[src/rtl/ffpa_pkg.sv]
// Shared constants, codes and types for the first-fit page allocator.
package ffpa_pkg;

   localparam int DEF_MAX_EXTENTS = 64;
   localparam int DEF_PAGE_BITS   = 20;

   localparam logic [1:0] ST_OK    = 2'd0;
   localparam logic [1:0] ST_NOFIT = 2'd1;
   localparam logic [1:0] ST_FULL  = 2'd2;
   localparam logic [1:0] ST_ZERO  = 2'd3;

   localparam logic KIND_ALLOC = 1'b0;
   localparam logic KIND_FREE  = 1'b1;

   localparam logic REG_REGION_BASE  = 1'b0;
   localparam logic REG_REGION_PAGES = 1'b1;

   typedef struct packed {
      logic load;
      logic ins;
   } cell_ctl_type;

endpackage

[src/rtl/ffpa_cell.sv]
// One extent slot of the chain: holds an extent and passes scan and shift tokens.
module ffpa_cell
   import ffpa_pkg::*;
#(
   parameter int PAGE_BITS = DEF_PAGE_BITS
) (
   input  logic                 clock,
   input  logic                 reset,
   input  cell_ctl_type         ctl,
   input  logic [PAGE_BITS:0]   n,
   input  logic [PAGE_BITS-1:0] base,
   input  logic                 load_valid,
   input  logic [PAGE_BITS-1:0] load_start,
   input  logic [PAGE_BITS:0]   load_len,
   input  logic                 l_valid,
   input  logic [PAGE_BITS-1:0] l_start,
   input  logic [PAGE_BITS:0]   l_len,
   input  logic                 l_cond,
   input  logic                 l_scan_pass,
   input  logic                 l_shift_pass,
   input  logic                 r_valid,
   input  logic [PAGE_BITS-1:0] r_start,
   input  logic [PAGE_BITS:0]   r_len,
   output logic                 valid_o,
   output logic [PAGE_BITS-1:0] start_o,
   output logic [PAGE_BITS:0]   len_o,
   output logic                 cond_o,
   output logic                 scan_pass_o,
   output logic                 shift_pass_o,
   output logic                 tok_o,
   output logic                 hit_o,
   output logic                 exact_o,
   output logic [PAGE_BITS-1:0] hit_start_o
);

   logic                 valid_ff, valid_in;
   logic [PAGE_BITS-1:0] start_ff, start_in;
   logic [PAGE_BITS:0]   len_ff, len_in;
   logic                 scan_ff, shift_ff;
   logic                 hit, exact;
   logic [PAGE_BITS:0]   sum;

   // carry the insert point down the chain: the first cell that qualifies wins
   assign cond_o       = l_cond || !valid_ff || (base < start_ff);
   assign hit          = scan_ff && valid_ff && (len_ff >= n);
   assign exact        = (len_ff == n);
   assign sum          = {1'b0, start_ff} + n;
   assign scan_pass_o  = scan_ff && !hit;
   assign shift_pass_o = shift_ff || (hit && exact);
   assign tok_o        = scan_ff || shift_ff;
   assign hit_o        = hit;
   assign exact_o      = hit && exact;
   assign hit_start_o  = hit ? start_ff : '0;
   assign valid_o      = valid_ff;
   assign start_o      = start_ff;
   assign len_o        = len_ff;

   always_comb begin
      valid_in = valid_ff;
      start_in = start_ff;
      len_in   = len_ff;
      priority if (ctl.load) begin
         valid_in = load_valid;
         start_in = load_start;
         len_in   = load_len;
      end else if (ctl.ins) begin
         if (l_cond) begin
            valid_in = l_valid;
            start_in = l_start;
            len_in   = l_len;
         end else if (cond_o) begin
            valid_in = 1'b1;
            start_in = base;
            len_in   = n;
         end
      end else if (shift_ff || (hit && exact)) begin
         // close the gap: pull the right neighbor in
         valid_in = r_valid;
         start_in = r_start;
         len_in   = r_len;
      end else if (hit) begin
         start_in = sum[PAGE_BITS-1:0];
         len_in   = len_ff - n;
      end
   end

   always_ff @(posedge clock) begin
      if (reset) begin
         valid_ff <= 1'b0;
         scan_ff  <= 1'b0;
         shift_ff <= 1'b0;
      end else begin
         valid_ff <= valid_in;
         scan_ff  <= l_scan_pass && !ctl.load;
         shift_ff <= l_shift_pass && !ctl.load;
      end
      start_ff <= start_in;
      len_ff   <= len_in;
   end

endmodule

[config.mk]
export PLATFORM = sky130hd
export DESIGN_NAME = ffpa_cell
export DESIGN_NICKNAME = d
export VERILOG_FILES = /design/src/rtl/ffpa_pkg.sv /design/src/rtl/ffpa_cell.sv
export SDC_FILE = /design/constraint.sdc
export NUM_CORES = 1
export LEC_CHECK = 0
export ABC_AREA = 1
export ABC_CLOCK_PERIOD_IN_PS = 8400
export BUFFER_PORTS_ARGS = -buffer_cell sky130_fd_sc_hd__buf_2
export CAP_MARGIN = 20
export CORE_MARGIN = 10
export CORE_UTILIZATION = 25
export CTS_BUF_LIST = sky130_fd_sc_hd__clkbuf_16
export CTS_CLUSTER_SIZE = 40
export DETAILED_ROUTE_END_ITERATION = 12
export GPL_TIMING_DRIVEN = 0
export PLACE_DENSITY = 0.59
export SLEW_MARGIN = 20
export SYNTH_ARGS = -nofsm -noshare
export SYNTH_HDL_FRONTEND = slang
export SYNTH_SLANG_ARGS = --single-unit
[constraint.sdc]
create_clock -name clock -period 8.4 [get_ports clock]
set_input_delay 1.68 -clock clock [delete_from_list [all_inputs] [get_ports clock]]
set_output_delay 1.68 -clock clock [all_outputs]
set_load 0.02 [all_outputs]
# Word level (Yosys, flattened, before mapping)
# Cells that the tools add are included.
dict set report word_totals {
  reg_bits 44
  out_inout_bits 68
  wordCells 46
  in_bits 174
}
dict set report op_classes {
  add_sub_neg 2
  n_eq_ne 2
  n_reduce_logical 17
  order_cmp 2
  muxes 18
}
# operator n
set ops {}
lappend ops {{two-way mux 20 bit} 7}
lappend ops {{two-way mux 21 bit} 6}
lappend ops {{== test 21 bit} 1}
lappend ops {{greater-or-equal comparator 21 bit} 1}
lappend ops {{subtractor 21 bit} 1}
lappend ops {{adder 20 bit} 1}
lappend ops {{< comparator 20 bit} 1}
lappend ops {{logical AND 1 bit} 6}
lappend ops {{two-way mux 1 bit} 5}
lappend ops {{logical OR 1 bit} 4}
lappend ops {{inequality test 4 x 1 -> 1 bit, second input constant} 1}
lappend ops {{AND reduction 2 bit} 2}
lappend ops {{nonzero test 4 bit} 1}
lappend ops {{logical NOT 1 bit} 3}
lappend ops {{nonzero test 3 bit} 1}

# Depth between registers and ports, before layout
# Gate-level depths: netlist of run 1.
dict set report logic_depth {
  word_depth 7
  depth_mapped 14
  mapped_depth_nobuf 14
}

# Least setup slack after synthesis of run 1
# Ideal clock, no wire load.
dict set report synth_path {
  path_kind {input -> output}
  from {input n[6]}
  to {output scan_pass_o}
  cell_stages 10
  path_buffers 0
  required_time_ns 6.720
  t_arrival_ns 3.226
  path_slack_ns 3.494
  path_cell_list {inv_1 -> ha_1 -> a21oi_1 -> o21ai_0 -> a21o_1 -> nand2_1 -> nand4_1 -> nand2_1 -> inv_1 -> nor2_1}
}
dict set report synth_via {
  elab_chain_cells 4
}
# item line
set synth_lines {}
lappend synth_lines {{from (decl)} ffpa_cell.sv:10} ;# input logic [PAGE_BITS:0] n,
lappend synth_lines {{greater-or-equal comparator 21 bit} ffpa_cell.sv:45} ;# assign hit = scan_ff && valid_ff && (len_ff >= n);
lappend synth_lines {{logical AND 1 bit} ffpa_cell.sv:45}
lappend synth_lines {{named net hit_o} ffpa_cell.sv:31} ;# output logic hit_o,
lappend synth_lines {{logical NOT 1 bit} ffpa_cell.sv:48} ;# assign scan_pass_o = scan_ff && !hit;
lappend synth_lines {{logical AND 1 bit} ffpa_cell.sv:48}
lappend synth_lines {{to (decl)} ffpa_cell.sv:28} ;# output logic scan_pass_o,
# The timed path passes the listed nets, and every way through them passes these cells.

# Final worst setup path of run 1
dict set report layout_path {
  from {input n[6]}
  to {output hit_start_o[14]}
}
dict set report layout_via {
  elab_chain_cells 3
}
# item line
set layout_lines {}
lappend layout_lines {{greater-or-equal comparator 21 bit} ffpa_cell.sv:45}
lappend layout_lines {{logical AND 1 bit} ffpa_cell.sv:45}
lappend layout_lines {{two-way mux 20 bit} ffpa_cell.sv:53} ;# assign hit_start_o = hit ? start_ff : '0;
lappend layout_lines {{to (decl)} ffpa_cell.sv:33} ;# output logic [PAGE_BITS-1:0] hit_start_o
# Every way passes these cells.

==> summary.md, run 1 <==
| Metric | Value |
|---|---|
| Status | finished, final reports clean |
| Skew-Pair Late Insertion Delay | 0.31 ns |
| Routed vias | 7726 |
| Critical path arrival | 3.93 ns |
| Power density cells | 149 nW/µm² |
| Reg-to-Reg Start | len_o[17]$_DFFE_PP_ |
| Setup violations, final | 0 |
| Crit-path max FO | 10 |
| Synth top area share | 19.8% |
| # IOs | 242 |
| CTS Hold Buffers Added | 0 |
| Fraction of registers with async set/reset | 0% |
| Cell Area, Synth | about 6200 µm² |
| Leakage | ~4.4 nW |
| Max Clock Freq | about 180 MHz |
| Synth Flop Type | edfxtp_1 |
| Clk slew on worst S/H paths | approximately 0.070 ns |
| Critical path endpoint category | primary output |
| Synth cell types | 35 |
| Area leader, netlist | edfxtp_1 |
| Final period utilization | 66.8% |
| 1st-pass router iterations | 5 |
| Worst VDD drop | around 0.066 mV |
| Crit path launch type | input pin |
| Hold Crit Endpoint | valid_o$_SDFFE_PP0P_ |
| Synth Area per Inst | ~5.9 µm² |
| Iteration-0 DRC Markers | between 300 and 400 |
| Post-synth EDFFs | 41 |
| Critical R2R Capture | len_o[12]$_DFFE_PP_ |
| Core area | 24500 µm² |
| Critical path required time | 6.72 ns |
| Seq cells post-synth | 44 |
| Synthesis-to-finish area growth | 28.0% |
| Max Slew Vio Count | 0 |
| Pin count of the biggest net entering global routing | 42 |
| Crit Path Category | input pin to primary output |
| ANT cells | 0 |
| Worst Tran Pin Value | roughly 0.91 ns |
| Initial Utilization | 25.5% |
| Post-CTS Setup Inserts | 0 |
| Clock buffer depth | 2 |
| Clock Skew | around 0.007 ns |
| Setup TNS | 0 ns |
| Final ANT Viol Nets | 0 |
| Final Hold Viols | 0 |
| Power consumption | 1.19 mW |
| Dpl hpwl | between 20 and 30 mm |
| Placed cells | 1612 |
| H-tree levels | 2 |
| Resized Gates After CTS | 0 |
| Most common cell after layout, fill and taps aside | nand2_1 |
| Post-Layout Cell Count | 1620 |
| Num rows | 57 |
| Min Clock Period, post-route | 5.61 ns |
| TritonCTS Sinks | 44 |
| Via density | roughly 4.8 |
| CTS tree | built |
| Root buf cell | clkbuf_16 |
| Fraction of layout cells with a size suffix above 1 | 20.8% |
| Initial antenna violation count | 0 |
| Largest cells by area after synthesis | edfxtp_1, nand2_1, ha_1, inv_1, nor2_1 |
| Hold Path Class | flip-flop to flip-flop |
| Syn Nets | 1284 |
| Max-Cap Viols | 0 |
| Fin nets | 1530 |
| Syn Inst Count | ~1.0k |
| WHS Path Cells | 2 |
| Cts bufs inserted | 5 |
| Global-route usage over all layers | 19.3% |
| Drt wl/cell | 19.6 µm |
| Rel. slew slack | approximately 39% |
| Die area | 31700 µm² |
| Vias in the first global route | 7709 |
| # port buffers | approximately 240 |
| FF-to-FF setup slack | between 5 and 6 ns |
| DR DRC count | 0 |
| First-pass GRT wire length | about 46 mm |
| Die width | 178 µm |
| Reg2reg path depth | 9 |
| Min-delay src | valid_o$_SDFFE_PP0P_ |
| Routability Congestion | just over 0.9 |
| Total wire length | 31.8 mm |
| Final hold slack | 0.553 ns |
| Yosys warning count | 0 |
| Total global routing overflow | 0 |
| Commonest cells after routing, fill and taps aside | nand2_1, buf_2, inv_1 |
| Part of the Yosys area used for sequential elements | 20.7% |
| Die Ht | 178 µm |
| RSZ-0062 raised after global routing | no |
[Yosys cell counts, types with 8 or more instances]
| library cell | n |
|---|---|
| a21oi_1 | 69 |
| clkbuf_1 | 19 |
| edfxtp_1 | 41 |
| ha_1 | 59 |
| inv_1 | 165 |
| nand2_1 | 282 |
| nand3_1 | 83 |
| nor2_1 | 141 |
| o21ai_0 | 92 |
| o21ai_1 | 9 |
| o21bai_1 | 15 |
| xnor2_1 | 10 |
| xor2_1 | 8 |
[power breakdown]
group / total, mW / switching (mW) / internal, mW
clock network: 0.214 / 0.106 / 0.108
logic: 0.660 / 0.428 / 0.232
registers: 0.312 / 0.0304 / 0.282
total: 1.19 / 0.565 / 0.623
[through the flow]
stage	setup slack [ns]	utilization, %	area, µm²
after floorplan	3.49	-	6230
after global placement	2.76	32.0	7840
after global routing	2.55	32.6	7980
final	2.79	32.6	7980
after CTS	2.75	32.6	7980
after detailed placement	2.75	32.1	7840
[layout make-up]
cell class | instances | area (µm²)
inverter | 166 | 626
tap | 324 | 405
sequential | 44 | 1290
buffer | 32 | 149
multi-input combinational | 807 | 4180
fill | 2792 | 16500
clock buffer | 5 | 125
timing repair buffer | 239 | 1200
clock inverter | 3 | 11.3
[per-layer routing]
layer	global-route usage, %	wire length (µm)	up-vias
li1	-	-	3869
met1	23.4	13100	3565
met2	34.6	15900	271
met3	3.78	2280	21
met4	4.10	485	0
met5	0	0	-
[critical path, cell delays in order]
cell	delay, ns
buf_2	0.14
inv_1	0.09
ha_1	0.36
a21oi_1	0.27
o21ai_0	0.24
a21o_1	0.22
nand2_1	0.05
nand4_1	0.14
nand2_1	0.15
buf_2	0.31
nor2_1	0.09
buf_2	0.17
[sequential cells by signal, summed over array words and instances (netlist names)]
register / cells
len_o: 21
start_o: 20
scan_ff: 1
shift_ff: 1
valid_o: 1
[cells by family after synthesis]
family	after synthesis	synth area share (%)
AND/OR/NAND/NOR	534	35.3
AO/OA/AOI/OAI	194	16.6
flip-flops	44	20.7
buffers and inverters	198	12.4
adder cells (fa/ha/maj)	61	12.5
XOR/XNOR	18	2.53
[worst max-delay path by stage]
stage                     start  cells after the start         endpoint
final                      n[6]                     12  hit_start_o[14]
after detailed placement   n[6]                     12  hit_start_o[14]
after global routing       n[6]                     12  hit_start_o[14]
after floorplan            n[6]                     10      scan_pass_o
after CTS                  n[6]                     12  hit_start_o[14]
after global placement     n[6]                     12   hit_start_o[4]
No activity file was read; power rests on OpenSTA's default activity.
==> run 2: changes to the inputs <==
--- a/config.mk
+++ b/config.mk
@@ -6,7 +6,7 @@
 export NUM_CORES = 1
 export LEC_CHECK = 0
 export ABC_AREA = 1
-export ABC_CLOCK_PERIOD_IN_PS = 8400
+export ABC_CLOCK_PERIOD_IN_PS = 4580
 export BUFFER_PORTS_ARGS = -buffer_cell sky130_fd_sc_hd__buf_2
 export CAP_MARGIN = 20
 export CORE_MARGIN = 10
@@ -15,7 +15,7 @@
 export CTS_CLUSTER_SIZE = 40
 export DETAILED_ROUTE_END_ITERATION = 12
 export GPL_TIMING_DRIVEN = 0
-export PLACE_DENSITY = 0.59
+export PLACE_DENSITY = 0.6
 export SLEW_MARGIN = 20
 export SYNTH_ARGS = -nofsm -noshare
 export SYNTH_HDL_FRONTEND = slang
==> constraint.sdc (replaced) <==
create_clock -name clock -period 4.58 [get_ports clock]
set_input_delay 0.916 -clock clock [delete_from_list [all_inputs] [get_ports clock]]
set_output_delay 0.916 -clock clock [all_outputs]
set_load 0.02 [all_outputs]
==> run 2 against run 1 <==
Effect of this change:
- global-route usage grew 0.24 points
- register-to-register slack worse by 3.9 ns
- sequential power is 83% higher
- core utilization did not move
- final cell count unchanged
- via count increased by 1.4%
- wire length up 1.0%
==> summary.md, run 2 (synthesized netlist as in run 1, its figures left out) <==
| Metric | Value |
|---|---|
| DR DRC count | 0 (unchanged) |
| Iteration-0 DRC Markers | 507 (was 391) |
| Critical-path cell list | buf_2 > inv_1 > ha_1 > a21oi_1 > o21ai_0 > a21o_1 > nand2_1 > nand4_1 > nand2_1 > buf_2 > nor2_1 > buf_2 (unchanged) |
| Footprint of the multi-input gates | 4180 µm² (unchanged) |
| # IOs | 242 (unchanged) |
| Drt wl/cell | 19.8 µm (was 19.6 µm) |
| Skew-Pair Late Insertion Delay | 0.31 ns (about the same) |
| First-pass GRT wire length | 47.2 mm (was 46.0 mm) |
| Die width | 178 µm (unchanged) |
| Leakage | 4.45 nW (was 4.44 nW) |
| Post-CTS Setup Inserts | 0 (unchanged) |
| Worst VDD drop | 0.129 mV (was 0.0660 mV) |
| Root buf cell | clkbuf_16 (unchanged) |
| Register area | 1290 µm² (unchanged) |
| Final period utilization | approximately nine tenths |
| CTS Hold Buffers Added | 0 (unchanged) |
| Final ANT Viol Nets | 0 (unchanged) |
| Power density cells | 273 nW/µm² (was 149 nW/µm²) |
| Most common cell after layout, fill and taps aside | nand2_1 (unchanged) |
| # port buffers | 239 (unchanged) |
| M2 GR Usage | 34.1% (was 34.6%) |
| Final instance area | 7980 µm² (unchanged) |
| Clock buffer depth | 2 (unchanged) |
| Initial antenna violation count | 0 (unchanged) |
| Routability Congestion | 0.894 (was 0.926) |
| Met1 Use GR | 24.1% (was 23.4%) |
| Clock Skew | 0.00632 ns (was 0.00720 ns) |
| Resized Gates After CTS | 0 (unchanged) |
| Layout Utilization | 32.6% (unchanged) |
| Hold Path Class | flip-flop to flip-flop (unchanged) |
| Worst Tran Pin Value | 0.926 ns (was 0.915 ns) |
| Global-route usage over all layers | 19.6% (was 19.3%) |
| Fill cell count | 2842 (was 2792) |
| Crit Path Category | input pin to primary output (unchanged) |
| Final Hold Viols | 0 (unchanged) |
| TritonCTS Sinks | 44 (unchanged) |
| Crit-path max FO | 10 (unchanged) |
| Num rows | 57 (unchanged) |
| Critical path arrival | 3.26 ns (was 3.93 ns) |
| Critical path endpoint category | primary output (unchanged) |
| CTS tree | built (unchanged) |
| Pre-CTS setup slack | 0.390 ns (was 2.75 ns) |
| Area after DPL | 7840 µm² (unchanged) |
| Synthesis-to-finish area growth | 28.0% (unchanged) |
| Power consumption | 2.18 mW (was 1.19 mW) |
| Total global routing overflow | 0 (unchanged) |
| H-tree levels | 2 (unchanged) |
| Rel. slew slack | 38.2% (was 39.0%) |
| Total wire length | 32.1 mm (was 31.8 mm) |
| Die Ht | 178 µm (unchanged) |
| Clk slew on worst S/H paths | 0.07 ns (about the same) |
| Setup violations, final | 0 (unchanged) |
| Status | finished, final reports clean (unchanged) |
| ANT cells | 0 (unchanged) |
| Post-Layout Cell Count | 1620 (unchanged) |
| RSZ-0062 raised after global routing | no (unchanged) |
| Die area | 31700 µm² (unchanged) |
| Setup slack after layout | 0.408 ns (was 2.79 ns) |
| Max Slew Vio Count | 0 (unchanged) |
| Critical path's slowest cell | ha_1 (unchanged) |
| Cts bufs inserted | 5 (unchanged) |
| Routed vias | 7833 (was 7726) |
| Min Clock Period, post-route | 4.17 ns |
| Via density | 4.84 (was 4.77) |
| Met3 Use GR | 3.59% (was 3.78%) |
| Largest register FFs | 21 (unchanged) |
| Max Clock Freq | 240 MHz |
| Core area | 24500 µm² (unchanged) |
| GRT busiest layer | met2 (unchanged) |
| Max-Cap Viols | 0 (unchanged) |
| Setup TNS | 0 ns (unchanged) |
| Vias in the first global route | 8089 (was 7709) |
| Crit-path max cell delay | 0.36 ns (about the same) |
| Initial Utilization | 25.5% (unchanged) |
| Fraction of layout cells with a size suffix above 1 | 20.8% (unchanged) |
| Pin count of the biggest net entering global routing | 42 (unchanged) |
| Dpl hpwl | 26.5 mm (was 26.3 mm) |
| Commonest cells after routing, fill and taps aside | nand2_1, buf_2, inv_1 (unchanged) |
| Placed cells | 1612 (unchanged) |
| Crit path launch type | input pin (unchanged) |
| Fin nets | 1530 (unchanged) |
| Critical path required time | 3.66 ns (was 6.72 ns) |
| Most used cell, CP | buf_2 (unchanged) |
| Final hold slack | 0.564 ns (was 0.553 ns) |
| 1st-pass router iterations | 5 (unchanged) |
-- run 2: worst paths after layout --
| kind | start | endpoint | slack [ns] | depth (start not counted) |
|---|---|---|---|---|
| setup / recovery | n[6] | hit_start_o[3] | 0.41 | 12 |
| hold / removal | valid_o$_SDFFE_PP0P_ | valid_o$_SDFFE_PP0P_ | 0.56 | 2 |
| setup reg to reg | len_o[17]$_DFFE_PP_ | len_o[7]$_DFFE_PP_ | 1.52 | 9 |
| hold reg to reg | valid_o$_SDFFE_PP0P_ | valid_o$_SDFFE_PP0P_ | 0.56 | 2 |
-- run 2: routing by layer --
layer / vias up / wire length (µm)
li1: 3866 / -
met1: 3671 / 13700
met2: 256 / 15700
met3: 40 / 2060
met4: 0 / 646
met5: - / 0
-- run 2: area by class of cell --
type | instances | area share, %
clock buffers | 5 | 1.57
repair buffers | 239 | 15.0
inverters | 166 | 7.84
well taps | 324 | 5.08
clock inverters | 3 | 0.141
plain buffers | 32 | 1.87
multi-input cells | 807 | 52.3
flip-flops and latches | 44 | 16.2
-- run 2: power by group --
group	total [mW]	internal, mW	switching, mW
Sequential	0.570	0.517	0.0527
Combinational	1.23	0.427	0.799
Clock	0.386	0.198	0.188
Total	2.18	1.14	1.04
-- run 2: critical path, delay by kind of cell --
kind                       cells  cell delay [ns]
AOI/OAI and AO/OA              3             0.83
adders and majority gates      1             0.36
buffers and inverters          4             0.72
and+or+nand+nor                4             0.42
