$ cat src/rtl/ffpa_pkg.sv
// Shared constants, codes and types for the first-fit page allocator.
package ffpa_pkg;

   localparam int DEF_MAX_EXTENTS = 64;
   localparam int DEF_PAGE_BITS   = 20;

   localparam logic [1:0] ST_OK    = 2'd0;
   localparam logic [1:0] ST_NOFIT = 2'd1;
   localparam logic [1:0] ST_FULL  = 2'd2;
   localparam logic [1:0] ST_ZERO  = 2'd3;

   localparam logic KIND_ALLOC = 1'b0;
   localparam logic KIND_FREE  = 1'b1;

   localparam logic REG_REGION_BASE  = 1'b0;
   localparam logic REG_REGION_PAGES = 1'b1;

   typedef struct packed {
      logic load;
      logic ins;
   } cell_ctl_type;

endpackage

$ cat src/rtl/ffpa_ctrl.sv
// Request sequencer: region registers, free total, extent count and result register.
module ffpa_ctrl
   import ffpa_pkg::*;
#(
   parameter int MAX_EXTENTS = DEF_MAX_EXTENTS,
   parameter int PAGE_BITS   = DEF_PAGE_BITS
) (
   input  logic                   clock,
   input  logic                   reset,
   input  logic                   req_valid,
   output logic                   req_ready,
   input  logic                   req_kind,
   input  logic [PAGE_BITS:0]     req_page_count,
   input  logic [PAGE_BITS-1:0]   req_base_page,
   output logic                   rsp_valid,
   input  logic                   rsp_ready,
   output logic [1:0]             rsp_status,
   output logic [PAGE_BITS-1:0]   rsp_page_index,
   output logic [PAGE_BITS:0]     rsp_free_pages,
   input  logic                   csr_valid,
   output logic                   csr_ready,
   input  logic                   csr_index,
   input  logic [PAGE_BITS:0]     csr_data,
   input  logic                   any_token,
   input  logic                   hit,
   input  logic                   hit_exact,
   input  logic [PAGE_BITS-1:0]   hit_start,
   output cell_ctl_type           ctl,
   output logic                   inject,
   output logic [PAGE_BITS:0]     n_o,
   output logic [PAGE_BITS-1:0]   base_o,
   output logic                   load_valid,
   output logic [PAGE_BITS-1:0]   load_start,
   output logic [PAGE_BITS:0]     load_len
);

   localparam int CW = PAGE_BITS + 1;
   localparam int NW = $clog2(MAX_EXTENTS + 1);

   typedef enum logic [3:0] {
      S_IDLE = 4'b0001,
      S_INS  = 4'b0010,
      S_SCAN = 4'b0100,
      S_DONE = 4'b1000
   } state_type;

   state_type            state_ff, state_in;
   logic [PAGE_BITS-1:0] base_ff, base_in;
   logic [CW-1:0]        pages_ff, pages_in;
   logic [CW-1:0]        free_ff, free_in;
   logic [NW-1:0]        count_ff, count_in;
   logic [CW-1:0]        n_ff, n_in;
   logic [PAGE_BITS-1:0] rbase_ff, rbase_in;
   logic                 seen_ff, seen_in;
   logic [1:0]           res_status_ff, res_status_in;
   logic [PAGE_BITS-1:0] res_index_ff, res_index_in;
   logic                 rsp_valid_ff, rsp_valid_in;
   logic [1:0]           rsp_status_ff, rsp_status_in;
   logic [PAGE_BITS-1:0] rsp_index_ff, rsp_index_in;
   logic [CW-1:0]        rsp_free_ff, rsp_free_in;
   logic                 csr_go, req_go;
   logic [CW-1:0]        room;
   logic [CW:0]          fsum;

   assign csr_ready = (state_ff == S_IDLE);
   assign req_ready = (state_ff == S_IDLE) && !csr_valid;
   assign csr_go    = csr_valid && csr_ready;
   assign req_go    = req_valid && req_ready;

   assign base_in  = (csr_go && csr_index == REG_REGION_BASE) ? csr_data[PAGE_BITS-1:0]
                                                              : base_ff;
   assign pages_in = (csr_go && csr_index == REG_REGION_PAGES) ? csr_data : pages_ff;
   assign room     = {1'b1, {PAGE_BITS{1'b0}}} - {1'b0, base_in};

   assign load_start = base_in;
   assign load_len   = (pages_in > room) ? room : pages_in;
   assign load_valid = (load_len != '0);

   assign n_o    = n_ff;
   assign base_o = rbase_ff;
   assign fsum   = {1'b0, free_ff} + {1'b0, n_ff};

   assign rsp_valid      = rsp_valid_ff;
   assign rsp_status     = rsp_status_ff;
   assign rsp_page_index = rsp_index_ff;
   assign rsp_free_pages = rsp_free_ff;

   always_comb begin
      state_in      = state_ff;
      free_in       = free_ff;
      count_in      = count_ff;
      n_in          = n_ff;
      rbase_in      = rbase_ff;
      seen_in       = seen_ff;
      res_status_in = res_status_ff;
      res_index_in  = res_index_ff;
      rsp_valid_in  = rsp_valid_ff && !rsp_ready;
      rsp_status_in = rsp_status_ff;
      rsp_index_in  = rsp_index_ff;
      rsp_free_in   = rsp_free_ff;
      ctl           = '0;
      inject        = 1'b0;
      unique case (state_ff)
         S_IDLE: begin
            if (csr_go) begin
               ctl.load = 1'b1;
               free_in  = load_len;
               count_in = load_valid ? NW'(1) : '0;
            end else if (req_go) begin
               n_in         = req_page_count;
               rbase_in     = req_base_page;
               seen_in      = 1'b0;
               res_index_in = '0;
               state_in     = S_DONE;
               priority if (req_page_count == '0) begin
                  res_status_in = ST_ZERO;
               end else if (req_kind == KIND_ALLOC) begin
                  if (req_page_count > free_ff) begin
                     res_status_in = ST_NOFIT;
                  end else begin
                     inject   = 1'b1;
                     state_in = S_SCAN;
                  end
               end else if (count_ff >= NW'(MAX_EXTENTS)) begin
                  res_status_in = ST_FULL;
               end else begin
                  state_in = S_INS;
               end
            end
         end
         S_INS: begin
            ctl.ins       = 1'b1;
            count_in      = count_ff + NW'(1);
            free_in       = fsum[CW] ? {CW{1'b1}} : fsum[CW-1:0];
            res_status_in = ST_OK;
            state_in      = S_DONE;
         end
         S_SCAN: begin
            if (hit) begin
               seen_in       = 1'b1;
               res_status_in = ST_OK;
               res_index_in  = hit_start;
               free_in       = free_ff - n_ff;
               if (hit_exact) begin
                  count_in = count_ff - NW'(1);
               end
            end else if (!any_token) begin
               if (!seen_ff) begin
                  res_status_in = ST_NOFIT;
               end
               state_in = S_DONE;
            end
         end
         S_DONE: begin
            // wait for the output slot, then publish
            if (!rsp_valid_ff || rsp_ready) begin
               rsp_valid_in  = 1'b1;
               rsp_status_in = res_status_ff;
               rsp_index_in  = res_index_ff;
               rsp_free_in   = free_ff;
               state_in      = S_IDLE;
            end
         end
         default: state_in = S_IDLE;
      endcase
   end

   always_ff @(posedge clock) begin
      if (reset) begin
         state_ff     <= S_IDLE;
         base_ff      <= '0;
         pages_ff     <= '0;
         free_ff      <= '0;
         count_ff     <= '0;
         rsp_valid_ff <= 1'b0;
      end else begin
         state_ff     <= state_in;
         base_ff      <= base_in;
         pages_ff     <= pages_in;
         free_ff      <= free_in;
         count_ff     <= count_in;
         rsp_valid_ff <= rsp_valid_in;
      end
      n_ff          <= n_in;
      rbase_ff      <= rbase_in;
      seen_ff       <= seen_in;
      res_status_ff <= res_status_in;
      res_index_ff  <= res_index_in;
      rsp_status_ff <= rsp_status_in;
      rsp_index_ff  <= rsp_index_in;
      rsp_free_ff   <= rsp_free_in;
   end

endmodule

$ cat config.mk
export PLATFORM = sky130hd
export DESIGN_NAME = ffpa_ctrl
export DESIGN_NICKNAME = d
export VERILOG_FILES = /design/src/rtl/ffpa_pkg.sv /design/src/rtl/ffpa_ctrl.sv
export SDC_FILE = /design/constraint.sdc
export NUM_CORES = 1
export LEC_CHECK = 0
export BUFFER_PORTS_ARGS = -buffer_cell sky130_fd_sc_hd__buf_2
export CAP_MARGIN = 20
export CELL_PAD_IN_SITES_DETAIL_PLACEMENT = 1
export CELL_PAD_IN_SITES_GLOBAL_PLACEMENT = 2
export CORE_MARGIN = 2
export CORE_UTILIZATION = 25
export DETAILED_ROUTE_END_ITERATION = 10
export GPL_TIMING_DRIVEN = 0
export MAX_ROUTING_LAYER = met4
export PLACE_DENSITY = 0.59
export REMOVE_ABC_BUFFERS = 1
export SYNTH_ARGS = -nofsm -noshare
export SYNTH_HDL_FRONTEND = slang
export SYNTH_SLANG_ARGS = --single-unit
$ cat constraint.sdc
create_clock -name clock -period 18.6 [get_ports clock]
set_input_delay 0.93 -clock clock [delete_from_list [all_inputs] [get_ports clock]]
set_output_delay 0.93 -clock clock [all_outputs]
set_load 0.05 [all_outputs]
; ---- Word-level counts from Yosys, hierarchy flattened
; Cells that the tools add are included.
[op_classes]
add_sub_neg = 5
magnitude_cmp = 3
eq_ne = 16
mux = 51
bitwise = 2
n_reduce_logical = 21
[ops]
columns = cell, n
row1 = $mux W21, 5
row2 = $mux W20, 4
row3 = $pmux W21 S3, 1
row4 = $gt A21 B21 Y1, 2
row5 = $pmux W20 S2, 1
row6 = $mux W4, 9
row7 = $add A21 B21 Y22, 1
row8 = $logic_not A21 Y1, 1
row9 = $mux W7, 3
row10 = $pmux W7 S3, 1
row11 = $reduce_bool A21 Y1, 1
row12 = $sub A21 B20 Y21 const A, 1
row13 = $sub A21 B21 Y21, 1
row14 = $mux W2, 9
row15 = $pmux W4 S4, 1
row16 = $mux W1, 15
row17 = $ne A2 B2 Y1 const B, 6
row18 = $ne A4 B2 Y1 const B, 2
row19 = $reduce_and A4 Y1, 2
row20 = $add A7 B1 Y7 const B, 1
row21 = $ge A7 B7 Y1 const B, 1
row22 = $reduce_and A7 Y1, 1
row23 = $sub A7 B1 Y7 const B, 1
row24 = $logic_and A1 B1 Y1, 6
row25 = other kinds (16), 22
[totals]
regBits = 181
inputBits = 92
output_inout_bits = 132
wordCells = 112

; ---- Depth between registers and ports, before layout
; Gate-level depths: netlist of run 1.
[depth]
word_depth = 11
ltp_mapped = 24
mapped_depth_nobuf = 20

; ---- Least setup slack after synthesis of run 1
; OpenSTA, ideal clock, no wires.
[synth_path]
path_kind = input to output
start = input csr_index
end = output load_valid
arrival_time_ns = 6.757
required_time_ns = 17.670
setup_slack_ns = 10.913
stages = 21
n_path_buf = 3
cell_sequence = nand2b_1 > nor2_8 > buf_6 > buf_2 > mux2i_1 > ha_1 > or4b_1 > clkbuf_1 > or4_1 > nor3_2 > o21ai_2 > xnor2_4 > ha_1 > and4_1 > a221o_1 > a211o_1 > nand2_1 > mux2i_1 > nor2_1 > nor4b_4 > nand2_1
[synth_via]
elab_chain_cells = 7
word_cells_on_any_way = 9
classes_between = add/sub: 1 / order compare: 1 / mux: 3 / bitwise: 1 / reduce/logical: 3
[synth_rtl]
columns = item, line_no
row1 = "start, declared", ffpa_ctrl.sv:22  ; input logic csr_index,
row2 = $not A1 Y1, ffpa_ctrl.sv:70  ; assign base_in = (csr_go && csr_index == REG_REGION_BASE) ? csr_data[PAGE_BITS-1:0]
row3 = $logic_and A1 B1 Y1, ffpa_ctrl.sv:70
row4 = $mux W20, ffpa_ctrl.sv:70
row5 = $sub A21 B20 Y21, ffpa_ctrl.sv:73  ; assign room = {1'b1, {PAGE_BITS{1'b0}}} - {1'b0, base_in};
row6 = $gt A21 B21 Y1, ffpa_ctrl.sv:76  ; assign load_len = (pages_in > room) ? room : pages_in;
row7 = $mux W21 (*), ffpa_ctrl.sv:76
row8 = named net load_len[17], ffpa_ctrl.sv:34  ; output logic [PAGE_BITS:0] load_len
row9 = $reduce_bool A21 Y1 (*), ffpa_ctrl.sv:77  ; assign load_valid = (load_len != '0);
row10 = "end, declared", ffpa_ctrl.sv:32  ; output logic load_valid,
; The timed path passes the listed nets; every way through them passes the cells marked *.

; ---- Final worst setup path of run 1
[layout_path]
start = register state_ff[2]
end = output load_valid
[layout_via]
elab_chain_cells = 8
word_cells_on_any_way = 10
classes_between = add/sub: 1 / order compare: 1 / eq/ne: 1 / mux: 3 / reduce/logical: 4
[layout_rtl]
columns = item, line_no
row1 = "start, declared", ffpa_ctrl.sv:47  ; state_type state_ff, state_in;
row2 = "start signal, assigned", ffpa_ctrl.sv:177  ; state_ff <= state_in;
row3 = $eq A4 B1 Y1 (*), ffpa_ctrl.sv:65  ; assign csr_ready = (state_ff == S_IDLE);
row4 = $logic_and A1 B1 Y1 (*), ffpa_ctrl.sv:67  ; assign csr_go = csr_valid && csr_ready;
row5 = $logic_and A1 B1 Y1, ffpa_ctrl.sv:70
row6 = $mux W20, ffpa_ctrl.sv:70
row7 = $sub A21 B20 Y21, ffpa_ctrl.sv:73
row8 = $gt A21 B21 Y1, ffpa_ctrl.sv:76
row9 = $mux W21 (*), ffpa_ctrl.sv:76
row10 = $reduce_bool A21 Y1 (*), ffpa_ctrl.sv:77
; Every way passes the cells marked *; elsewhere a longest branch is shown, timed or not.

==> results of run 1 <==
synth_stat cells, types with 17 or more instances:
library cell,instances
nor2_1,131
mux2i_1,56
inv_1,99
nand4_1,17
and2_1,22
a21oi_1,65
xnor2_1,28
edfxtp_1,107
clkbuf_1,35
nor4_1,18
nand2_1,55
o21ai_0,40
a21o_1,18
dfxtp_1,74
ha_1,89
nor3_1,25
power groups by stage:
| stage | clock network, mW | registers (mW) | logic [mW] |
|---|---|---|---|
| after floorplan | 0 | 0.615 | 0.818 |
| after global placement | 0 | 0.567 | 1.25 |
| after detailed placement | 0 | 0.567 | 1.29 |
| after CTS | 0.377 | 0.558 | 1.30 |
| after global routing | 0.388 | 0.565 | 1.40 |
| final | 0.360 | 0.555 | 1.28 |
worst min-delay path by stage:
| stage | slack (ps) | cells after the start | end |
|---|---|---|---|
| floorplan | 400 | 0 | rsp_page_index[0]$_DFFE_PP_ |
| global placement | 400 | 0 | rsp_page_index[17]$_DFFE_PP_ |
| detailed placement | 410 | 0 | rsp_page_index[2]$_DFFE_PP_ |
| CTS | 420 | 0 | rsp_page_index[0]$_DFFE_PP_ |
| global route | 430 | 0 | rsp_page_index[12]$_DFFE_PP_ |
| finish | 420 | 0 | rsp_page_index[0]$_DFFE_PP_ |
worst reg2reg max path: cells and delay by family (launching register included):
kind            cells  cell delay, ps
mux                 1             390
flops               1             330
simple gates        8            3920
fa+ha+maj           2             660
compound gates      6            1750
buf+inv             1             330
xor+xnor            1             170
state kept, by name, summed over array words and instances, names as in the netlist:
name,cells
seen_ff,1
base_ff,20
state_ff,4
res_status_ff,2
n_o,21
free_ff,21
rsp_free_pages,21
res_index_ff,20
base_o,20
pages_ff,21
count_ff,7
rsp_page_index,20
rsp_status,2
rsp_valid,1
layer usage:
metal / wire (um) / vias up / track usage
met2: 19200 / 142 / 0.295
met4: 765 / 0 / 0.0615
li1: - / 4536 / -
met5: 0 / - / -
met1: 18000 / 4563 / 0.229
met3: 1730 / 35 / 0.0344
layout by cell type (no fill, tap or decap), types with 18 or more instances in the layout:
| cell type | count |
|---|---|
| ha_1 | 89 |
| a21o_1 | 18 |
| o21ai_0 | 40 |
| mux2i_1 | 56 |
| nor4_1 | 18 |
| dfxtp_1 | 74 |
| xnor2_1 | 28 |
| edfxtp_1 | 107 |
| nor3_1 | 25 |
| nand2_1 | 55 |
| and2_1 | 21 |
| buf_2 | 222 |
| inv_1 | 99 |
| a21oi_1 | 65 |
| nor2_1 | 130 |
stage by stage:
stage | instance area [sq um] | cells | total power, mW
after floorplan | 10700 | 1081 | 1.43
after global placement | 12600 | 1889 | 1.82
after detailed placement | 12700 | 1895 | 1.86
after CTS | 13300 | 1926 | 2.23
after global routing | 13300 | 1929 | 2.35
final | 13300 | 1929 | 2.19
final cells by class:
| class | instances | share of cell area |
|---|---|---|
| Antenna cell | 3 | 0.000564 |
| Clock buffer | 18 | 0.0322 |
| Clock inverter | 13 | 0.0101 |
| Inverter | 101 | 0.0287 |
| Multi-Input combinational cell | 799 | 0.427 |
| Sequential cell | 181 | 0.352 |
| Tap cell | 585 | 0.0550 |
| Timing Repair Buffer | 229 | 0.0938 |
cell families (layout without fill, tap and decap cells):
family / Yosys count / in the layout / synth area share
and+or+nand+nor: 359 / 359 / 0.169
AOI/OAI and AO/OA: 256 / 256 / 0.158
DFF: 181 / 181 / 0.429
buffers and inverters: 148 / 361 / 0.0539
adders and majority gates: 92 / 92 / 0.107
muxes: 57 / 57 / 0.0533
xor gates and xnor gates: 35 / 35 / 0.0297
other: 0 / 3 / 0
==> metrics.md, run 1 <==
| Metric | Value |
|---|---|
| Clock skew | `16.0 ps` |
| Slowest stage delay, CP | `850 ps` |
| CP arrival | `8290 ps` |
| Setup CP Type | `reg2out` |
| Worst EP required | `17670 ps` |
| First-pass GRT wire length | `59100 um` |
| CTS Hold Bufs | `0` |
| Drt first pass iters | `4` |
| Critical path capture point | `load_valid` |
| Total wire length | `39600 um` |
| Area growth, synth to finish | `21.6%` |
| Die W | `213 um` |
| CTS buffer count | `17` |
| Static Leak | `6.00 nW` |
| Worst Hold Launch | `res_index_ff[0]$_SDFFCE_PN0P_` |
| Sequential element share of the synthesized area | `0.429` |
| Initial antenna violation count | `3` |
| Register area | `4690 sq um` |
| Layout cells sized above 1 | `0.214` |
| Mapped Area | `10900 sq um` |
| Sequential Power Share | `0.253` |
| Final ANT Viol Nets | `0` |
| Filler cell count | `5024` |
| Max Transition Viols Final | `0` |
| CTS tree | `yes` |
| Final setup vio count | `0` |
| WP buf/inv | `2` |
| Setup crit start kind | `flop` |
| Clock transition at path regs | `80 ps` |
| Pin count of the biggest net entering global routing | `52` |
| Initial Util | `0.254` |
| Switching share of total power | `0.506` |
| CP delay by family, top | `simple AND/OR/NAND/NOR gates` |
| Hpwl dp | `31000 um` |
| Vias in the first global route | `9630` |
| Hold Slack | `419 ps` |
| Maximum vdd ir drop | `0.0000801 V` |
| DIE HEIGHT | `213 um` |
| Placement row count | `76` |
| Actual slew at the worst max-slew pin | `1050 ps` |
| Worst Setup SP | `state_ff[2]$_SDFFE_PP0P_` |
| Place WS | `9740 ps` |
| Synth area leader | `edfxtp_1` |
| Area occupied by multi-input gates | `5690 sq um` |
| Total setup buffers inserted after CTS | `0` |
| Main synth FF type | `edfxtp_1` |
| Sink Count | `181` |
| Post-synthesis instance total | `1128` |
| Root Buffer | `clkbuf_16` |
| Final Cycle Share | `0.496` |
| Setup ws final | `9380 ps` |
| Iter 0 DRT Violations | `395` |
| Reg-to-Reg End | `free_ff[15]$_SDFFE_PP0P_` |
| FMAX | `108 MHz` |
| Fin. Hold Viols | `0` |
| Die ar. | `45500 sq um` |
| Worst-path cell chain | `or4b_1, nor2_8, mux2i_1, ha_1, or4b_1, or4_1, nor3_2, o21ai_2, xnor2_4, ha_1, nand4_1, nor4bb_1, a21boi_0, a211o_1, nand2_1, buf_16, mux2i_1, nor2_1, nor4b_4, nand2_1, buf_2` |
| Fin nets | `1513` |
| Synthesized flop and latch total | `181` |
| Reg2Reg Setup Slack | `10950 ps` |
| Final Core Density | `0.308` |
| Cell Int Power | `1.08 mW` |
| Max_cap viols | `0` |
| Clock Latency Late Sink | `490 ps` |
| Vias/cell | `4.81` |
| Vias after detailed routing | `9276` |
| Net Sw Power | `1.11 mW` |
| Post-synthesis async set-or-reset flop share | `0` |
| Avg Cell Area, Syn | `9.71 sq um` |
| Crit end category | `primary output` |
| Synth top area share | `0.293` |
| Top post-synthesis cells by area | `edfxtp_1 29%, dfxtp_1 14%, ha_1 10%` |
| Rel. slew slack | `0.302` |
| Post-synthesis cell type count | `76` |
| Critical-path maximum fanout | `28` |
| Drt drc | `0` |
| Comb pwr share | `0.582` |
| Post-CTS Resized | `0` |
| Routed WL per cell | `20.5 um` |
| PwrDens | `164 nW/um^2` |
| Core box area | `43200 sq um` |
| Setup TNS | `0 ps` |
| # H-tree levels | `4` |
| Ys Warns | `0` |
| CTS max path bufs | `2` |
| RSZ-0062 raised after global routing | `no` |
| Ports | `224` |
| I/O Buffers | `223` |
| Total GRT Usage | `0.182` |
| Slowest-stage cell, CP | `or4b_1` |
| Overflow after GRT | `0` |
| Period minus WS final | `9220 ps` |
| Number of flops mapped to enable cells by yosys | `107` |
| Run status | `complete, no violations` |
| Worst reg2reg path depth | `19` |
| Crit path depth | `21` |
| Clock power share | `0.164` |
| Final GP Congestion | `0.787` |
| Worst r2r src | `state_ff[2]$_SDFFE_PP0P_` |
| Worst hold-check path type | `reg2reg` |
Note: power is estimated with default switching activity, not from simulation.
==> inputs of run 2 (changes only) <==
--- a/config.mk
+++ b/config.mk
@@ -14,7 +14,7 @@
 export DETAILED_ROUTE_END_ITERATION = 10
 export GPL_TIMING_DRIVEN = 0
 export MAX_ROUTING_LAYER = met4
-export PLACE_DENSITY = 0.59
+export PLACE_DENSITY = 0.61
 export REMOVE_ABC_BUFFERS = 1
 export SYNTH_ARGS = -nofsm -noshare
 export SYNTH_HDL_FRONTEND = slang
==> constraint.sdc (replaced) <==
create_clock -name clock -period 7.67 [get_ports clock]
set_input_delay 0.3835 -clock clock [delete_from_list [all_inputs] [get_ports clock]]
set_output_delay 0.3835 -clock clock [all_outputs]
set_load 0.05 [all_outputs]
==> metrics.md, run 2 (synthesis results as in run 1) <==
| Metric | Value |
|---|---|
| Area growth, synth to finish | `22.5% (was 21.6%)` |
| Final GP Congestion | `0.792 (was 0.787)` |
| CTS buffer count | `17 (unchanged)` |
| Run status | `complete, no violations (unchanged)` |
| Final ANT Viol Nets | `0 (unchanged)` |
| RSZ-0062 raised after global routing | `no (unchanged)` |
| Clock power share | `0.165 (was 0.164)` |
| Rel. slew slack | `0.373 (was 0.302)` |
| Clock skew | `12.8 ps (was 16.0 ps)` |
| Final Core Density | `0.311 (was 0.308)` |
| Static Leak | `6.04 nW (was 6.00 nW)` |
| Commonest non-fill, non-tap cells in the layout | `222 x buf_2, 130 x nor2_1, 107 x edfxtp_1, 99 x inv_1, 88 x ha_1 (was 222 x buf_2, 130 x nor2_1, 107 x edfxtp_1, 99 x inv_1, 89 x ha_1)` |
| FMAX | `137 MHz` |
| Cell Int Power | `2.66 mW (was 1.08 mW)` |
| Period minus WS final | `7300 ps` |
| Fin nets | `1517 (was 1513)` |
| Crit end category | `primary output (unchanged)` |
| DIE HEIGHT | `213 um (unchanged)` |
| I/O Buffers | `223 (unchanged)` |
| Critical-path maximum fanout | `14 (was 28)` |
| Comb pwr share | `0.584 (was 0.582)` |
| Fin. Hold Viols | `0 (unchanged)` |
| Core box area | `43200 sq um (unchanged)` |
| Sink Count | `181 (unchanged)` |
| CTS max path bufs | `2 (unchanged)` |
| Cells after DPL | `1896 (was 1895)` |
| Slowest-stage cell, CP | `or4b_4 (was or4b_1)` |
| First-pass GRT wire length | `59100 um (about the same)` |
| Initial Util | `0.254 (unchanged)` |
| Initial antenna violation count | `1 (was 3)` |
| Vias/cell | `4.79 (was 4.81)` |
| Iter 0 DRT Violations | `464 (was 395)` |
| Maximum vdd ir drop | `0.000247 V (was 0.0000801 V)` |
| CTS Hold Bufs | `0 (unchanged)` |
| Max Transition Viols Final | `0 (unchanged)` |
| Drt first pass iters | `5 (was 4)` |
| # H-tree levels | `4 (unchanged)` |
| Hpwl dp | `30500 um (was 31000 um)` |
| Ports | `224 (unchanged)` |
| Clock transition at path regs | `80 ps (about the same)` |
| Net Sw Power | `2.71 mW (was 1.11 mW)` |
| Clock Latency Late Sink | `480 ps (was 490 ps)` |
| Vias in the first global route | `9661 (was 9630)` |
| Final Cycle Share | `0.952` |
| Final setup vio count | `0 (unchanged)` |
| Root Buffer | `clkbuf_16 (unchanged)` |
| Setup TNS | `0 ps (unchanged)` |
| Actual slew at the worst max-slew pin | `939 ps (was 1050 ps)` |
| Pin count of the biggest net entering global routing | `52 (unchanged)` |
| Overflow after GRT | `0 (unchanged)` |
| PwrDens | `400 nW/um^2 (was 164 nW/um^2)` |
| Die W | `213 um (unchanged)` |
| Worst-path cell chain | `or4b_4, nor2_8, mux2i_1, ha_2, or4b_4, or4_1, nor3_2, o21ai_2, xnor2_4, ha_1, nand4_1, nor4bb_4, a21boi_1, a211o_2, nand2_4, buf_16, mux2i_2, nor2_1, nor4b_4, buf_4, nand2_1, buf_2 (was or4b_1, nor2_8, mux2i_1, ha_1, or4b_1, or4_1, nor3_2, o21ai_2, xnor2_4, ha_1, nand4_1, nor4bb_1, a21boi_0, a211o_1, nand2_1, buf_16, mux2i_1, nor2_1, nor4b_4, nand2_1, buf_2)` |
| Vias after detailed routing | `9255 (was 9276)` |
| Setup CP Type | `reg2out (unchanged)` |
| Routed WL per cell | `20.3 um (was 20.5 um)` |
| Max_cap viols | `0 (unchanged)` |
| Layout cells sized above 1 | `0.224 (was 0.214)` |
| Setup crit start kind | `flop (unchanged)` |
| Total GRT Usage | `0.181 (was 0.182)` |
| Total power | `5.37 mW (was 2.19 mW)` |
| Placement row count | `76 (unchanged)` |
| Drt drc | `0 (unchanged)` |
| Sequential Power Share | `0.251 (was 0.253)` |
| Worst hold-check path type | `in2reg (was reg2reg)` |
| Worst EP required | `7290 ps (was 17670 ps)` |
| Slowest stage delay, CP | `690 ps (was 850 ps)` |
| CP arrival | `6920 ps (was 8290 ps)` |
| Most Frequent Cell on Critical Path | `or4b_4` |
| Total wire length | `39200 um (was 39600 um)` |
| Hold Slack | `76.2 ps (was 419 ps)` |
| Layout Cells excl Fill | `1933 (was 1929)` |
| Switching share of total power | `0.505 (was 0.506)` |
| CTS tree | `yes (unchanged)` |
| Most common cell after layout, fill and taps aside | `buf_2 (unchanged)` |
| Die ar. | `45500 sq um (unchanged)` |
## run 2: cell types whose count changed in the layout (fill, tap and decap cells not counted), moves of 2 or more
cell | previous run | this run
inv_8 | 4 | 1
clkinv_8 | 2 | 4
mux2i_1 | 56 | 53
inv_6 | 2 | 4
or4b_1 | 2 | 0
or4b_4 | 0 | 2
mux2i_2 | 0 | 3
buf_4 | 1 | 3
clkinvlp_4 | 3 | 1
## run 2: repair_timing
item / in CTS / in global routing
endpoints found under the setup margin: 37 / 6
cloned: 1 / 0
buffers inserted: 2 / 0
resized for setup: 8 / 5
pin swaps: 1 / 0
## run 2: path summary, 6_finish.rpt
check	endpoint	cells after the start	slack (ps)	startpoint
min	base_o[7]$_DFFE_PP_	1	80	req_base_page[7]
max reg2reg	free_ff[15]$_SDFFE_PP0P_	19	1240	state_ff[2]$_SDFFE_PP0P_
max	load_valid	22	370	state_ff[2]$_SDFFE_PP0P_
min reg2reg	rsp_page_index[5]$_DFFE_PP_	0	420	res_index_ff[5]$_SDFFCE_PN0P_
## run 2: worst max-delay path: cells and delay by family, from the launching register on
family          cells  cell delay (ps)
buf+inv             3              650
compound gates      3              710
fa+ha+maj           2              630
xor+xnor            1              170
simple gates       11             3270
flops               1              340
mux                 2              620
## run 2: layer usage
metal | global-route usage | routed length (um) | up-vias
met5 | - | 0 | -
met4 | 0.0441 | 531 | 0
met3 | 0.0382 | 1410 | 27
met2 | 0.292 | 19000 | 143
met1 | 0.231 | 18200 | 4551
li1 | - | - | 4534
## run 2: final cells by class
type	count	area, sq um
clock buffer	19	433
clock inverter	13	145
tap	585	732
inverter	101	383
multi-input combinational	800	5750
timing repair buffer	232	1280
antenna	2	5.00
fill	5010	29800
sequential	181	4690
## run 2: stage by stage
stage / setup WS (ps) / cell area, sq um
4_1_cts: 0.407 / 13400
2_1_floorplan: 297 / 10700
5_1_grt: 92.6 / 13400
3_5_place_dp: -663 / 12800
3_3_place_gp: -999 / 12600
6_report: 366 / 13400
## run 2: power by group through the flow
| stage | combinational [mW] | sequential, mW | clock [mW] |
|---|---|---|---|
| final | 3.14 | 1.35 | 0.886 |
| after global routing | 3.44 | 1.37 | 0.954 |
| after CTS | 3.17 | 1.35 | 0.919 |
| after detailed placement | 3.12 | 1.37 | 0 |
| after global placement | 3.03 | 1.37 | 0 |
| after floorplan | 1.98 | 1.49 | 0 |
